<file path="src/rtl/dqsb_pkg.sv">
// Types and constants shared by the dual-queue shared-buffer block.
package dqsb_pkg;

  localparam int DEPTH   = 16;
  localparam int DATA_W  = 32;
  localparam int CNT_W   = $clog2(DEPTH + 1);
  localparam int COUNT_W = 5;

  localparam logic [1:0] KIND_ENQ        = 2'd0;
  localparam logic [1:0] KIND_DEQ_FIRST  = 2'd1;
  localparam logic [1:0] KIND_DEQ_SECOND = 2'd2;

  typedef struct packed {
    logic [1:0]               kind;
    logic signed [DATA_W-1:0] value;
  } in_t;

  typedef struct packed {
    logic                     ok;
    logic signed [DATA_W-1:0] head_first;
    logic                     first_valid;
    logic signed [DATA_W-1:0] head_second;
    logic                     second_valid;
    logic [COUNT_W-1:0]       count_first;
    logic [COUNT_W-1:0]       count_second;
  } out_t;

  // Per-cell command: load the incoming value, take the upper neighbor's
  // entry (queue one shifting down), or take the lower neighbor's entry
  // (queue two shifting up). All zero holds.
  typedef struct packed {
    logic load;
    logic take_upper;
    logic take_lower;
  } cell_ctl_t;

endpackage

</file>
<file path="src/rtl/dqsb_cell.sv">
// One buffer entry of the shared queue array, with neighbor links.
module dqsb_cell
  import dqsb_pkg::*;
(
  input  logic              clk,
  input  cell_ctl_t         ctl,
  input  logic [DATA_W-1:0] value,
  input  logic [DATA_W-1:0] upper_in,
  input  logic [DATA_W-1:0] lower_in,
  output logic [DATA_W-1:0] data_o,
  output logic [DATA_W-1:0] data_nxt_o
);

  logic [DATA_W-1:0] data_r;
  logic [DATA_W-1:0] data_nxt;

  always_comb begin
    if (ctl.load) begin
      data_nxt = value;
    end else if (ctl.take_upper) begin
      data_nxt = upper_in;
    end else if (ctl.take_lower) begin
      data_nxt = lower_in;
    end else begin
      data_nxt = data_r;
    end
  end

  always_ff @(posedge clk) begin
    data_r <= data_nxt;
  end

  assign data_o     = data_r;
  assign data_nxt_o = data_nxt;

endmodule

</file>
<file path="src/rtl/dual_queue_shared_buffer_top.sv">
// Top level: two FIFO queues sharing one row of DEPTH entry cells.
//
// Two queues live in one buffer of DEPTH entries: queue one fills from
// entry 0, queue two from entry DEPTH-1, and each head sits at its end.
// An enqueue goes to the shorter queue (queue one on a tie) and fails when
// the buffer is full; a dequeue removes a head and every entry of that
// queue moves one cell toward its end in the same clock. Each cell holds
// one entry and loads from the input or a neighbor, so one operation is
// taken per clock; the result (status, both heads, both counts) appears
// from the output register in the cycle after acceptance, and a new item is
// accepted while that register is free or being drained. Entries are not
// cleared by reset; a head is reported as zero while its queue is empty.
module dual_queue_shared_buffer_top
  import dqsb_pkg::*;
(
  input  logic clk,
  input  logic rst_n,
  input  logic in_valid,
  output logic in_stall,
  input  in_t  in_data,
  output logic out_valid,
  input  logic out_stall,
  output out_t out_data
);

  logic [CNT_W-1:0] fill_first_r, fill_first_nxt;
  logic [CNT_W-1:0] fill_second_r, fill_second_nxt;
  logic             out_valid_r, out_valid_nxt;
  out_t             out_data_r, out_data_nxt;

  logic             in_accept;
  logic             is_full;
  logic             go_first;
  logic             do_enq_first, do_enq_second;
  logic             do_deq_first, do_deq_second;
  logic             res_ok;

  cell_ctl_t         cell_ctl [DEPTH];
  logic [DATA_W-1:0] cell_q   [DEPTH];
  logic [DATA_W-1:0] cell_nxt [DEPTH];

  assign in_stall  = out_valid_r && out_stall;
  assign in_accept = in_valid && !in_stall;

  assign is_full  = ({1'b0, fill_first_r} + {1'b0, fill_second_r}) >= (CNT_W+1)'(DEPTH);
  assign go_first = fill_first_r <= fill_second_r;

  always_comb begin
    do_enq_first  = 1'b0;
    do_enq_second = 1'b0;
    do_deq_first  = 1'b0;
    do_deq_second = 1'b0;
    case (in_data.kind)
      KIND_ENQ: begin
        do_enq_first  = in_accept && !is_full && go_first;
        do_enq_second = in_accept && !is_full && !go_first;
      end
      KIND_DEQ_FIRST: begin
        do_deq_first = in_accept && (fill_first_r != '0);
      end
      KIND_DEQ_SECOND: begin
        do_deq_second = in_accept && (fill_second_r != '0);
      end
      default: begin
      end
    endcase
  end

  assign res_ok = do_enq_first || do_enq_second || do_deq_first || do_deq_second;

  always_comb begin
    fill_first_nxt  = fill_first_r;
    fill_second_nxt = fill_second_r;
    if (do_enq_first) begin
      fill_first_nxt = fill_first_r + 1'b1;
    end else if (do_deq_first) begin
      fill_first_nxt = fill_first_r - 1'b1;
    end
    if (do_enq_second) begin
      fill_second_nxt = fill_second_r + 1'b1;
    end else if (do_deq_second) begin
      fill_second_nxt = fill_second_r - 1'b1;
    end
  end

  // Row of cells; each decodes its own command from the fill levels.
  for (genvar i = 0; i < DEPTH; i++) begin : g_cell
    localparam logic [CNT_W:0] CELL_IDX = (CNT_W+1)'(i);
    logic [DATA_W-1:0] upper_link;
    logic [DATA_W-1:0] lower_link;

    always_comb begin
      cell_ctl[i].load = (do_enq_first && (CELL_IDX == {1'b0, fill_first_r}))
                      || (do_enq_second
                          && ((CELL_IDX + {1'b0, fill_second_r}) == (CNT_W+1)'(DEPTH - 1)));
      cell_ctl[i].take_upper = do_deq_first && ((CELL_IDX + 1'b1) < {1'b0, fill_first_r});
      cell_ctl[i].take_lower = do_deq_second
                            && ((CELL_IDX + {1'b0, fill_second_r}) > (CNT_W+1)'(DEPTH));
    end

    if (i == DEPTH - 1) begin : g_top_edge
      assign upper_link = '0;
    end else begin : g_top_link
      assign upper_link = cell_q[i+1];
    end
    if (i == 0) begin : g_bot_edge
      assign lower_link = '0;
    end else begin : g_bot_link
      assign lower_link = cell_q[i-1];
    end

    dqsb_cell u_cell (
      .clk        (clk),
      .ctl        (cell_ctl[i]),
      .value      (in_data.value),
      .upper_in   (upper_link),
      .lower_in   (lower_link),
      .data_o     (cell_q[i]),
      .data_nxt_o (cell_nxt[i])
    );
  end

  always_comb begin
    out_data_nxt              = out_data_r;
    out_valid_nxt             = out_valid_r && out_stall;
    if (in_accept) begin
      out_valid_nxt             = 1'b1;
      out_data_nxt.ok           = res_ok;
      out_data_nxt.first_valid  = fill_first_nxt != '0;
      out_data_nxt.head_first   = (fill_first_nxt != '0) ? cell_nxt[0] : '0;
      out_data_nxt.second_valid = fill_second_nxt != '0;
      out_data_nxt.head_second  = (fill_second_nxt != '0) ? cell_nxt[DEPTH-1] : '0;
      out_data_nxt.count_first  = COUNT_W'(fill_first_nxt);
      out_data_nxt.count_second = COUNT_W'(fill_second_nxt);
    end
  end

  always_ff @(posedge clk) begin
    if (!rst_n) begin
      fill_first_r  <= '0;
      fill_second_r <= '0;
      out_valid_r   <= 1'b0;
    end else begin
      fill_first_r  <= fill_first_nxt;
      fill_second_r <= fill_second_nxt;
      out_valid_r   <= out_valid_nxt;
    end
  end

  always_ff @(posedge clk) begin
    out_data_r <= out_data_nxt;
  end

  assign out_valid = out_valid_r;
  assign out_data  = out_data_r;

  a_capacity: assert property (@(posedge clk) disable iff (!rst_n)
    ({1'b0, fill_first_r} + {1'b0, fill_second_r}) <= (CNT_W+1)'(DEPTH))
    else $error("queues hold more than the buffer depth");

  a_result_follows: assert property (@(posedge clk) disable iff (!rst_n)
    in_accept |=> out_valid_r)
    else $error("accepted transaction produced no result");

  a_fail_holds: assert property (@(posedge clk) disable iff (!rst_n)
    (in_accept && !res_ok) |=> ($stable(fill_first_r) && $stable(fill_second_r)))
    else $error("failed operation changed a fill level");

  a_one_queue_moves: assert property (@(posedge clk) disable iff (!rst_n)
    $onehot0({do_enq_first, do_enq_second, do_deq_first, do_deq_second}))
    else $error("more than one queue operation in a cycle");

endmodule

</file>
<file path="config.mk">
export PLATFORM = sky130hd
export DESIGN_NAME = dual_queue_shared_buffer_top
export DESIGN_NICKNAME = d
export VERILOG_FILES = /design/src/rtl/dqsb_pkg.sv /design/src/rtl/dqsb_cell.sv /design/src/rtl/dual_queue_shared_buffer_top.sv
export SDC_FILE = /design/constraint.sdc
export NUM_CORES = 1
export LEC_CHECK = 0
export ABC_CLOCK_PERIOD_IN_PS = 20300
export BUFFER_PORTS_ARGS = -buffer_cell sky130_fd_sc_hd__buf_2
export CELL_PAD_IN_SITES_DETAIL_PLACEMENT = 1
export CELL_PAD_IN_SITES_GLOBAL_PLACEMENT = 1
export CORE_MARGIN = 2
export CORE_UTILIZATION = 45
export CTS_CLUSTER_SIZE = 24
export DETAILED_ROUTE_END_ITERATION = 8
export PLACE_DENSITY_LB_ADDON = 0.1
export RECOVER_POWER = 25
export SYNTH_ARGS = -nofsm -noshare
export SYNTH_HDL_FRONTEND = slang
export SYNTH_SLANG_ARGS = --single-unit
</file>
<file path="constraint.sdc">
create_clock -name clk -period 20.3 [get_ports clk]
set_input_delay 5.075 -clock clk [delete_from_list [all_inputs] [get_ports clk]]
set_output_delay 5.075 -clock clk [all_outputs]
set_load 0.05 [all_outputs]
</file>
==> impl_results.md <==
- Dpl hpwl: 58000 um
- Core Box Area: 0.06895 mm2
- TritonCTS buffer count: 68
- Port Buffers: 116
- N_diodes: 0
- Element type at the critical path start: input port
- Worst skew pair latency: 620 ps
- HP Start: g_cell[0].u_cell.data_o[24]$_DFF_P_
- Die H: 268.5 um
- Cell repeated most along the worst path: clkbuf_1
- Register area share after synthesis: 54.84%
- Fmax: 0.07526 GHz
- Yosys top cell by area: edfxtp_1
- Max Slew Vio Count: 213
- Crit path cell chain: clkbuf_1 > a21boi_0 > clkbuf_1 > clkbuf_1 > nand2_1 > nor2_4 > clkbuf_1 > a21oi_4 > buf_4 > mux2i_1 > o21ai_0
- Unrepaired setup endpoints after global routing: no
- Yosys cell types: 80
- Tot Pwr: 0.003219 W
- Worst path slowest cell: clkbuf_1
- Post-synth EDFFs: 525
- #FFs+latches synth: 600
- CTS Sinks: 600
- Clock skew: 29.74 ps
- TritonCTS clock tree: built
- Vias per Instance: 5.890
- M1 wire length: 44740 um
- Top-area cell type share of the netlist area: 50.07%
- Vias in the first global route: 23550
- FFs w/ async S/R, synth: 0%
- Failing checks: capacitance limit, slew limit
- Row count: 96
- Dpl cell area: 0.03290 mm2
- Cells on worst reg2reg path: 10
- CTS Hold Bufs: 0
- Max rail drop VDD: 0.05862 mV
- Routed WL: 96430 um
- Placer Congestion: 0.8574
- Slew headroom: -101.7%
- CP bufs+invs: 5
- Worst Path Required: 20610 ps
- DR iter-0 viols: 1896
- Gr usage total: 27.00%
- Post-Syn Nets: 2818
- Min Tclk post-route: 13290 ps
- Post-CTS Resized: 0
- Met3 wire len: 4796 um
- Slew @ Worst Pin: 3026 ps
- Period utilization: 65.45%
- Peak fanout along the critical path: 47
- CP Class: input port to flip-flop
- Die width: 268.5 um
- Syn Std Cell Area: 0.03149 mm2
- Syn. warnings: 0
- Drt first pass iters: 5
- Area delta synth->final: 11.01%
- Mapped Cells: 2752
- Die area: 0.07211 mm2
- Worst Setup End Kind: flip-flop
- I/O Pins: 117
- Synth Flop Type: edfxtp_1
- Avg WL per Cell: 25.69 um
- Fin nets: 2833
- Routed wl met2: 44650 um
- HP Class: flip-flop to flip-flop
- Top Metal Used: met4
- Setup Viol. Count Final: 0
- Leak pwr: 12.19 nW
- Number of setup buffers added after CTS: 0
- Antenna-violating nets left: 0
- Post-Route Utilization: 50.70%
- Global-route wire length before repair: 147200 um
- Design area: 0.03496 mm2
- Critical path's largest stage delay: 2250 ps
- Worst path top cell family by delay: buffers and inverters
- Clock-pin slew on the worst setup and hold paths: 60 ps
- Final Hold Fails: 0
- Setup TNS: 0 ps
- Outcome: complete, but fails checks
- Grt total ovfl: 0
- Via count: 22110
- H-tree levels: 3
- R2R Path Start: out_valid$_SDFF_PN0_
- Post-route DRC violation count: 0
- Largest net degree at the start of global routing: 66
- Crit path from: in_valid
- CP arrival: 13600 ps
- Top post-synthesis cells by area: edfxtp_1, mux2i_1, mux2_2
- Initial antenna violation count: 2
- Hold Path Cell Cnt: 3
- Max_cap viols: 7
- Layout cells sized above 1: 17.75%
- Root Driver: clkbuf_16
- Syn_area_per_cell: 11.44 um2
- Number of stages on the worst setup path: 11
- CTS Buffer Depth: 3
- Starting density of the core: 45.67%
- Pwr Density: 92.10 mW/mm2
==> synth_stat cells (4+ instances only) <==
master	instances
edfxtp_1	525
nand2_1	483
mux2i_1	324
o21ai_0	230
mux2_2	168
clkbuf_1	134
nor2_1	126
a21oi_1	99
mux2_1	88
dfxtp_1	75
a21oi_2	62
buf_2	55
nand3_1	47
a31oi_1	38
a21o_1	35
or2_2	33
ha_1	28
and2_1	18
buf_6	18
buf_1	16
xnor2_1	13
inv_1	12
o21ai_1	9
nor3_1	8
nand2b_1	6
o22ai_1	6
and3_1	5
nor2b_1	4
nor3b_1	4
o21a_1	4
or3_1	4
==> tightest hold or removal path: stages, from the launching register on <==
cell and delay (ps):
dfxtp_1 310, nand3_1 60, a21o_1 140, nand2_1 50
==> layout by cell type (no fill, tap or decap), drive strengths merged, types with 6 or more instances in the layout <==
cell type	synthesis	final
dfxtp	75	75
edfxtp	525	525
clkbuf	134	187
xnor2	13	13
buf	90	83
nand3	48	48
a31oi	38	38
mux2i	324	324
ha	28	28
o21ai	239	239
mux2	256	256
clkinv	0	16
or2	34	34
nor2	128	128
inv	14	18
o22ai	6	6
nand2b	6	6
a21oi	162	162
a21o	35	35
and2	18	18
nor3	8	8
nand2	484	484
==> kinds of logic after synthesis <==
logic type | share of synthesized area [%]
buffers and inverters | 3.497
AND/OR/NAND/NOR | 10.62
multiplexers | 19.45
flip-flops | 54.84
AO/OA/AOI/OAI | 10.09
adder cells (fa/ha/maj) | 1.113
XOR/XNOR | 0.3894
==> cell type report <==
cell class / count / area [um2]
Clock buffer: 101 / 1969
Clock inverter: 24 / 240.2
Fill cell: 7277 / 33990
Inverter: 14 / 52.55
Multi-Input combinational cell: 1914 / 13410
Sequential cell: 600 / 17270
Tap cell: 931 / 1165
Timing Repair Buffer: 169 / 853.3
==> worst paths after layout <==
kind	end	slack (ps)
worst max-delay path	g_cell[7].u_cell.data_o[18]$_DFFE_PP_	7010
worst min-delay path	g_cell[0].u_cell.data_o[24]$_DFF_P_	610
worst max register to register	g_cell[7].u_cell.data_o[18]$_DFFE_PP_	11280
worst min register to register	g_cell[0].u_cell.data_o[24]$_DFF_P_	610
==> per-stage QoR <==
stage          setup slack, ps  hold slack [ps]  cells
2_1_floorplan             8888            552.9   2752
3_3_place_gp              9621            574.0   3628
3_5_place_dp              9623            584.3   3628
4_1_cts                   9622            607.1   3753
5_1_grt                   6383            631.1   3753
6_report                  7013            608.2   3753
==> routing by layer <==
| layer | track usage (%) | vias to the layer above |
|---|---|---|
| li1 | - | 10050 |
| met2 | 43.93 | 600 |
| met5 | 0 | - |
| met1 | 38.14 | 11310 |
| met3 | 3.242 | 142 |
| met4 | 7.538 | 0 |
==> sequential cells by signal (all words and copies together), names as in the netlist <==
signal	flops
fill_first_r	5
out_data	77
fill_second_r	5
out_valid	1
g_cell.u_cell.data_o	512
==> where the power goes <==
group | switching (W) | internal [W] | total (W)
combinational | 0.000321 | 0.000153 | 0.000474
clock | 0.000517 | 0.000726 | 0.00124
sequential | 0.0000542 | 0.00145 | 0.00150
Power figures use the tool's default switching activity.
